`src/rtl/irst_pkg.sv`:
```
// Shared types and constants for the ignition rpm and spark timer.
package irst_pkg;

   localparam int KIND_W  = 2;
   localparam int DELAY_W = 20;
   localparam int PPR_W   = 8;
   localparam int RPM_W   = 16;
   localparam int NUM_W   = 26;

   localparam logic [KIND_W-1:0] KIND_TICK     = 2'd0;
   localparam logic [KIND_W-1:0] KIND_IGNITION = 2'd1;
   localparam logic [KIND_W-1:0] KIND_SPEED    = 2'd2;

   localparam logic [NUM_W-1:0]   US_PER_MINUTE  = 26'd60000000;
   localparam logic [31:0]        MIN_RPM_PERIOD = 32'd1000;
   localparam logic [DELAY_W-1:0] MIN_DELAY      = 20'd100;
   localparam logic [PPR_W-1:0]   PPR_RESET      = 8'd1;

   typedef struct packed {
      logic busy;
      logic done;
   } div_status_type;

endpackage

```
`src/rtl/ignition_rpm_and_spark_timer_core.sv`:
```
// Top level: time base, pulse period capture, spark timer and rpm sequencer.
//
// Requests arrive on req_valid/req_ready with req_kind (tick, ignition edge,
// speed edge) and req_fire_delay_us. Every request produces exactly one
// response on rsp_valid/rsp_ready carrying the spark level, both measured
// periods and the current rpm.
// Ticks, speed edges, unused kinds and ignition edges that start no divide
// (first edge, period not above MIN_RPM_PERIOD, or pulses_per_rev of 0) go
// to the output state, which registers their response and then returns to
// idle for the next request. An ignition edge that updates rpm by division
// takes these steps: one multiply of period by pulses_per_rev, the divider
// start, one quotient bit per cycle, then the rpm update and the output
// state. req_ready is high only while the sequencer is idle.
// The response register holds one result; a new request may be accepted
// while it waits, but that request's response is held back until the
// receiver takes the earlier one, and the block stays busy meanwhile.
// csr_wr_en/csr_wr_data write pulses_per_rev; write it only while idle.
// Synchronous reset clears all timing state, drops rsp_valid and sets
// pulses_per_rev to 1.
module ignition_rpm_and_spark_timer_core
   import irst_pkg::*;
#(
   parameter int SPARK_WIDTH_TICKS = 50,
   parameter int TIME_WIDTH        = 32
) (
   input  logic                  clock,
   input  logic                  reset,
   input  logic                  req_valid,
   output logic                  req_ready,
   input  logic [KIND_W-1:0]     req_kind,
   input  logic [DELAY_W-1:0]    req_fire_delay_us,
   output logic                  rsp_valid,
   input  logic                  rsp_ready,
   output logic                  rsp_spark_out,
   output logic [TIME_WIDTH-1:0] rsp_ignition_period_us,
   output logic [RPM_W-1:0]      rsp_rpm,
   output logic [TIME_WIDTH-1:0] rsp_speed_period_us,
   input  logic                  csr_wr_en,
   input  logic [PPR_W-1:0]      csr_wr_data
);

   localparam int TW  = TIME_WIDTH;
   localparam int DVW = TIME_WIDTH + PPR_W;
   localparam int SPW = $clog2(SPARK_WIDTH_TICKS + 1);
   localparam logic [SPW-1:0] SPARK_LOAD = SPW'(SPARK_WIDTH_TICKS);

   typedef enum logic [4:0] {
      ST_IDLE  = 5'b00001,
      ST_MUL   = 5'b00010,
      ST_START = 5'b00100,
      ST_DIV   = 5'b01000,
      ST_OUT   = 5'b10000
   } state_type;

   state_type        state_ff, state_in;
   logic [TW-1:0]    time_now_ff, time_now_in;
   logic [TW-1:0]    ign_last_ff, ign_last_in;
   logic             ign_seen_ff, ign_seen_in;
   logic [TW-1:0]    ign_period_ff, ign_period_in;
   logic [RPM_W-1:0] rpm_ff, rpm_in;
   logic [TW-1:0]    spd_last_ff, spd_last_in;
   logic             spd_seen_ff, spd_seen_in;
   logic [TW-1:0]    spd_period_ff, spd_period_in;
   logic [DELAY_W-1:0] delay_left_ff, delay_left_in;
   logic             armed_ff, armed_in;
   logic [SPW-1:0]   spark_left_ff, spark_left_in;
   logic [PPR_W-1:0] ppr_ff, ppr_in;
   logic [DVW-1:0]   prod_ff, prod_in;

   logic             rsp_valid_ff, rsp_valid_in;
   logic             rsp_spark_ff;
   logic [TW-1:0]    rsp_ign_ff;
   logic [RPM_W-1:0] rsp_rpm_ff;
   logic [TW-1:0]    rsp_spd_ff;

   logic               accept;
   logic               out_free;
   logic [TW-1:0]      ign_diff;
   logic [DELAY_W-1:0] delay_dec;
   logic               div_start;
   div_status_type     div_status;
   logic [NUM_W-1:0]   div_quot;

   assign accept   = req_valid && req_ready;
   assign out_free = !rsp_valid_ff || rsp_ready;
   assign ign_diff = time_now_ff - ign_last_ff;

   always_comb begin
      state_in      = state_ff;
      time_now_in   = time_now_ff;
      ign_last_in   = ign_last_ff;
      ign_seen_in   = ign_seen_ff;
      ign_period_in = ign_period_ff;
      rpm_in        = rpm_ff;
      spd_last_in   = spd_last_ff;
      spd_seen_in   = spd_seen_ff;
      spd_period_in = spd_period_ff;
      delay_left_in = delay_left_ff;
      armed_in      = armed_ff;
      spark_left_in = spark_left_ff;
      ppr_in        = csr_wr_en ? csr_wr_data : ppr_ff;
      prod_in       = prod_ff;
      div_start     = 1'b0;
      delay_dec     = (delay_left_ff != '0) ? delay_left_ff - 1'b1 : delay_left_ff;

      case (state_ff)
         ST_IDLE: begin
            if (accept) begin
               state_in = ST_OUT;
               case (req_kind)
                  KIND_TICK: begin
                     time_now_in = time_now_ff + 1'b1;
                     if (spark_left_ff != '0) begin
                        spark_left_in = spark_left_ff - 1'b1;
                     end
                     if (armed_ff) begin
                        delay_left_in = delay_dec;
                        if (delay_dec == '0) begin
                           armed_in      = 1'b0;
                           spark_left_in = SPARK_LOAD;
                        end
                     end
                  end
                  KIND_IGNITION: begin
                     if (ign_seen_ff) begin
                        ign_period_in = ign_diff;
                        if (32'(ign_diff) > MIN_RPM_PERIOD) begin
                           if (ppr_ff != '0) begin
                              state_in = ST_MUL;
                           end else begin
                              rpm_in = '0;
                           end
                        end
                        if (req_fire_delay_us > MIN_DELAY &&
                            32'(req_fire_delay_us) < 32'(ign_diff)) begin
                           delay_left_in = req_fire_delay_us;
                           armed_in      = 1'b1;
                        end
                     end
                     ign_last_in = time_now_ff;
                     ign_seen_in = 1'b1;
                  end
                  KIND_SPEED: begin
                     if (spd_seen_ff) begin
                        spd_period_in = time_now_ff - spd_last_ff;
                     end
                     spd_last_in = time_now_ff;
                     spd_seen_in = 1'b1;
                  end
                  default: begin
                  end
               endcase
            end
         end
         ST_MUL: begin
            prod_in  = DVW'(ign_period_ff) * DVW'(ppr_ff);
            state_in = ST_START;
         end
         ST_START: begin
            div_start = 1'b1;
            state_in  = ST_DIV;
         end
         ST_DIV: begin
            if (div_status.done) begin
               rpm_in   = div_quot[RPM_W-1:0];
               state_in = ST_OUT;
            end
         end
         ST_OUT: begin
            if (out_free) begin
               state_in = ST_IDLE;
            end
         end
         default: begin
            state_in = ST_IDLE;
         end
      endcase
   end

   always_comb begin
      rsp_valid_in = rsp_valid_ff;
      if (state_ff == ST_OUT && out_free) begin
         rsp_valid_in = 1'b1;
      end else if (rsp_ready) begin
         rsp_valid_in = 1'b0;
      end
   end

   always_ff @(posedge clock) begin
      if (reset) begin
         state_ff      <= ST_IDLE;
         time_now_ff   <= '0;
         ign_last_ff   <= '0;
         ign_seen_ff   <= 1'b0;
         ign_period_ff <= '0;
         rpm_ff        <= '0;
         spd_last_ff   <= '0;
         spd_seen_ff   <= 1'b0;
         spd_period_ff <= '0;
         delay_left_ff <= '0;
         armed_ff      <= 1'b0;
         spark_left_ff <= '0;
         ppr_ff        <= PPR_RESET;
         rsp_valid_ff  <= 1'b0;
      end else begin
         state_ff      <= state_in;
         time_now_ff   <= time_now_in;
         ign_last_ff   <= ign_last_in;
         ign_seen_ff   <= ign_seen_in;
         ign_period_ff <= ign_period_in;
         rpm_ff        <= rpm_in;
         spd_last_ff   <= spd_last_in;
         spd_seen_ff   <= spd_seen_in;
         spd_period_ff <= spd_period_in;
         delay_left_ff <= delay_left_in;
         armed_ff      <= armed_in;
         spark_left_ff <= spark_left_in;
         ppr_ff        <= ppr_in;
         rsp_valid_ff  <= rsp_valid_in;
      end
      prod_ff <= prod_in;
      if (state_ff == ST_OUT && out_free) begin
         rsp_spark_ff <= (spark_left_ff != '0);
         rsp_ign_ff   <= ign_period_ff;
         rsp_rpm_ff   <= rpm_ff;
         rsp_spd_ff   <= spd_period_ff;
      end
   end

   irst_div #(
      .DVW(DVW)
   ) u_div (
      .clock    (clock),
      .reset    (reset),
      .start    (div_start),
      .divisor  (prod_ff),
      .status   (div_status),
      .quotient (div_quot)
   );

   assign req_ready              = (state_ff == ST_IDLE);
   assign rsp_valid              = rsp_valid_ff;
   assign rsp_spark_out          = rsp_spark_ff;
   assign rsp_ignition_period_us = rsp_ign_ff;
   assign rsp_rpm                = rsp_rpm_ff;
   assign rsp_speed_period_us    = rsp_spd_ff;

   a_busy_after_accept: assert property (@(posedge clock) disable iff (reset)
      accept |=> !req_ready)
      else $error("accepted a request without leaving idle");

   a_div_only_when_waiting: assert property (@(posedge clock) disable iff (reset)
      div_status.busy |-> state_ff == ST_DIV)
      else $error("divider running outside the divide state");

   a_armed_has_delay: assert property (@(posedge clock) disable iff (reset)
      armed_ff |-> delay_left_ff != '0)
      else $error("timer armed with zero delay left");

   a_spark_bounded: assert property (@(posedge clock) disable iff (reset)
      spark_left_ff <= SPARK_LOAD)
      else $error("spark counter beyond pulse width");

   a_out_loads_rsp: assert property (@(posedge clock) disable iff (reset)
      (state_ff == ST_OUT && out_free) |=> rsp_valid_ff && state_ff == ST_IDLE)
      else $error("response not registered when leaving output state");

endmodule

```
`src/rtl/irst_div.sv`:
```
// Restoring divider: US_PER_MINUTE divided by a registered divisor, one bit per cycle.
module irst_div
   import irst_pkg::*;
#(
   parameter int DVW = 40
) (
   input  logic             clock,
   input  logic             reset,
   input  logic             start,
   input  logic [DVW-1:0]   divisor,
   output div_status_type   status,
   output logic [NUM_W-1:0] quotient
);

   localparam int CNT_W = $clog2(NUM_W);
   localparam logic [CNT_W-1:0] LAST_STEP = CNT_W'(NUM_W - 1);

   logic             busy_ff, busy_in;
   logic             done_ff, done_in;
   logic [CNT_W-1:0] count_ff, count_in;
   logic [DVW-1:0]   dvs_ff, dvs_in;
   logic [DVW-1:0]   rem_ff, rem_in;
   logic [NUM_W-1:0] quot_ff, quot_in;

   logic [DVW:0]     trial;
   logic [DVW-1:0]   diff;
   logic             qbit;

   always_comb begin
      trial    = {rem_ff, quot_ff[NUM_W-1]};
      diff     = trial[DVW-1:0] - dvs_ff;
      qbit     = (trial >= {1'b0, dvs_ff});
      busy_in  = busy_ff;
      done_in  = 1'b0;
      count_in = count_ff;
      dvs_in   = dvs_ff;
      rem_in   = rem_ff;
      quot_in  = quot_ff;
      if (start) begin
         busy_in  = 1'b1;
         count_in = '0;
         dvs_in   = divisor;
         rem_in   = '0;
         quot_in  = US_PER_MINUTE;
      end else if (busy_ff) begin
         rem_in   = qbit ? diff : trial[DVW-1:0];
         quot_in  = {quot_ff[NUM_W-2:0], qbit};
         count_in = count_ff + 1'b1;
         if (count_ff == LAST_STEP) begin
            busy_in = 1'b0;
            done_in = 1'b1;
         end
      end
   end

   always_ff @(posedge clock) begin
      if (reset) begin
         busy_ff  <= 1'b0;
         done_ff  <= 1'b0;
         count_ff <= '0;
      end else begin
         busy_ff  <= busy_in;
         done_ff  <= done_in;
         count_ff <= count_in;
      end
      dvs_ff  <= dvs_in;
      rem_ff  <= rem_in;
      quot_ff <= quot_in;
   end

   assign status.busy = busy_ff;
   assign status.done = done_ff;
   assign quotient    = quot_ff;

endmodule
```
`config.mk`:
```
export PLATFORM = sky130hd
export DESIGN_NAME = ignition_rpm_and_spark_timer_core
export DESIGN_NICKNAME = d
export VERILOG_FILES = /design/src/rtl/irst_pkg.sv /design/src/rtl/ignition_rpm_and_spark_timer_core.sv /design/src/rtl/irst_div.sv
export SDC_FILE = /design/constraint.sdc
export NUM_CORES = 1
export LEC_CHECK = 0
export BUFFER_PORTS_ARGS = -buffer_cell sky130_fd_sc_hd__buf_2
export CORE_MARGIN = 2
export CORE_UTILIZATION = 55
export CTS_CLUSTER_DIAMETER = 100
export DETAILED_ROUTE_END_ITERATION = 10
export PLACE_DENSITY = 0.74
export SYNTH_ARGS = -nofsm -noshare
export SYNTH_HDL_FRONTEND = slang
export SYNTH_HIERARCHICAL = 1
export SYNTH_SLANG_ARGS = --single-unit
```
`constraint.sdc`:
```
create_clock -name clock -period 8.2 [get_ports clock]
set_input_delay 1.23 -clock clock [delete_from_list [all_inputs] [get_ports clock]]
set_output_delay 1.23 -clock clock [all_outputs]
set_load 0.05 [all_outputs]
```
==> results.sh <==
export IMPL_crit_type="reg2reg"
export IMPL_seq_power_share=0.431
export IMPL_worstPathMaxFanout=34
export IMPL_drive_above_1_share=0.0837
export IMPL_grt_pass1_vias=24100
export IMPL_hold_viol=0
export IMPL_yosysWarnings=6
export IMPL_dp_final_hpwl_mm=54.4
export IMPL_port_buffers=117
export IMPL_clock_sinks=453
export IMPL_finalNonFillerCells=4366
export IMPL_crit_slowest_cell="dfxtp_1"
export IMPL_grt_pass1_wl_mm=123
export IMPL_crit_top_cell="fa_1"
export IMPL_setup_viol=0
export IMPL_insertion_delay_ns=0.60
export IMPL_nNetsFinal=3969
export IMPL_crit_path_max_incr_delay_ns=1.13
export IMPL_avgSynthCellArea_um2=8.92
export IMPL_cp_top_family="adder cells"
export IMPL_clkPwrFrac=0.444
export IMPL_ctsHoldBuffers=0
export IMPL_pwr_share_comb=0.125
export IMPL_cp_arrival_ns=7.14
export IMPL_fmax_ghz=0.147
export IMPL_crit_cells=20
export IMPL_htreeDepth=2
export IMPL_grt_use_total=0.251
export IMPL_dr_first_iter_drc_count=1670
export IMPL_p_sw_w=0.00147
export IMPL_grt_overflow=0
export IMPL_switching_share=0.261
export IMPL_io_pins=118
export IMPL_syn_area_um2=31600
export IMPL_final_util=0.608
export IMPL_place_congestion=0.924
export IMPL_cts_buffers=51
export IMPL_status="finished, final reports clean"
export IMPL_mostFrequentLayoutCell="nand2_1"
export IMPL_synth_fp_nets=3944
export IMPL_p_leak_nw=14.4
export IMPL_power_density_nw_per_um2=164
export IMPL_route_detailed_drc=0
export IMPL_crit_path_end_kind="flip-flop"
export IMPL_via_count=24800
export IMPL_clk_pin_slew_ns=0.06
export IMPL_core_area_um2=56600
export IMPL_required_ns=8.53
export IMPL_crit_path_start_kind="flip-flop"
export IMPL_fin_worst_skew_ns=0.0289
export IMPL_placedCellCount=4267
export IMPL_drv_slew=0
export IMPL_max_slew_margin=0.179
export IMPL_whs_path_depth=0
export IMPL_netlist_instances=3539
export IMPL_reg2reg_depth=20
export IMPL_syn_to_final_growth_pct=9.09
export IMPL_crit_path_cell_trace="nand2_1, fa_1, fa_1, inv_1, fa_1, inv_1, fa_1, inv_1, ha_1, a21o_1, a21oi_1, a21oi_1, o41ai_1, o211a_1, o31ai_1, or2_2, a2111o_1, a31oi_1, o21bai_1, xor2_1"
export IMPL_fin_crit_ns=6.81
export IMPL_die_area_um2=59300
export IMPL_initial_core_util=0.557
export IMPL_post_cts_setup_buffer_count=0
export IMPL_ant_nets=0
export IMPL_cts_tree="done"
export IMPL_dr_pass1_iters=5
export IMPL_final_cell_mix="456 x nand2_1, 362 x inv_1, 291 x dfxtp_1"
export IMPL_grt_max_degree=115
export IMPL_clock_tree_root_cell="clkbuf_16"
export IMPL_final_setup_tns_ns=0
export IMPL_die_w_um=244
export IMPL_worst_slew_pin_slew_ns=1.23
export IMPL_max_cap_viol_count=0
export IMPL_intPower_w=0.00416
export IMPL_fin_crit_sh=0.831
export IMPL_vdd_drop_max_mv=0.165
export IMPL_routed_wl_mm=74.2
export IMPL_num_rows=87
export IMPL_die_h_um=244
export IMPL_cp_num_buf_inv=3
export IMPL_routed_via_density=5.68
export IMPL_hold_class="reg2reg"
export IMPL_cts_resized=0
export IMPL_cts_buffer_depth=3
export IMPL_rsz0062_at_grt="no"
export IMPL_wire_per_inst_um=17.0
export IMPL_antenna_found_initial=6
==> layer usage <==
| layer | part of all wire | global-route usage | vias up |
|---|---|---|---|
| met2 | 0.46 | 0.407 | 665 |
| met3 | 0.059 | 0.0414 | 135 |
| met4 | 0.027 | 0.0800 | 4 |
| met1 | 0.46 | 0.343 | 11800 |
| li1 | - | - | 12100 |
| met5 | 0.00026 | 0 | - |
==> final timing paths <==
kind / startpoint / slack, ns / endpoint
min reg2reg: prod_ff[18]$_DFFE_PP_ / 0.41 / u_div/dvs_ff[18]$_DFFE_PP_
max reg2reg: ppr_ff[5]$_SDFFE_PP0P_ / 1.39 / prod_ff[31]$_DFFE_PP_
min: prod_ff[18]$_DFFE_PP_ / 0.41 / u_div/dvs_ff[18]$_DFFE_PP_
max: ppr_ff[5]$_SDFFE_PP0P_ / 1.39 / prod_ff[31]$_DFFE_PP_
==> layout make-up <==
cell class	instances	area, um2
clock inverter	32	447
timing repair buffer	139	757
clock buffer	64	1430
tap	756	946
fill	4882	22200
antenna	3	7.51
sequential	453	10700
inverter	364	1370
multi-input combinational	2555	18800
==> registers in the layout, summed over array words and instances, names as in the netlist, 20 cells and up <==
name                    cells
delay_left_ff              20
ign_last_ff                32
ign_period_ff              32
prod_ff                    40
rsp_ignition_period_us     32
rsp_speed_period_us        32
spd_last_ff                32
spd_period_ff              32
time_now_ff                32
u_div/dvs_ff               40
u_div/quotient             26
u_div/rem_ff               40
==> power groups by stage <==
| stage | Sequential [W] | Clock [W] | Combinational (W) |
|---|---|---|---|
| after detailed placement | 0.00247 | 0 | 0.000695 |
| after global placement | 0.00247 | 0 | 0.000691 |
| after global routing | 0.00243 | 0.00264 | 0.000776 |
| final | 0.00243 | 0.00250 | 0.000704 |
| after CTS | 0.00243 | 0.00254 | 0.000697 |
| after floorplan | 0.00249 | 0 | 0.000521 |
==> through the flow <==
stage          total power (W)  setup WS (ns)  instance area (um2)  hold slack, ns
5_1_grt                0.00585          0.965                34400           0.416
3_5_place_dp           0.00317           1.42                32500           0.405
2_1_floorplan          0.00301           2.41                31600           0.400
4_1_cts                0.00567           1.41                34400           0.410
3_3_place_gp           0.00316           1.50                32500           0.401
6_report               0.00563           1.39                34400           0.413
No activity file was read; power rests on OpenSTA's default activity.
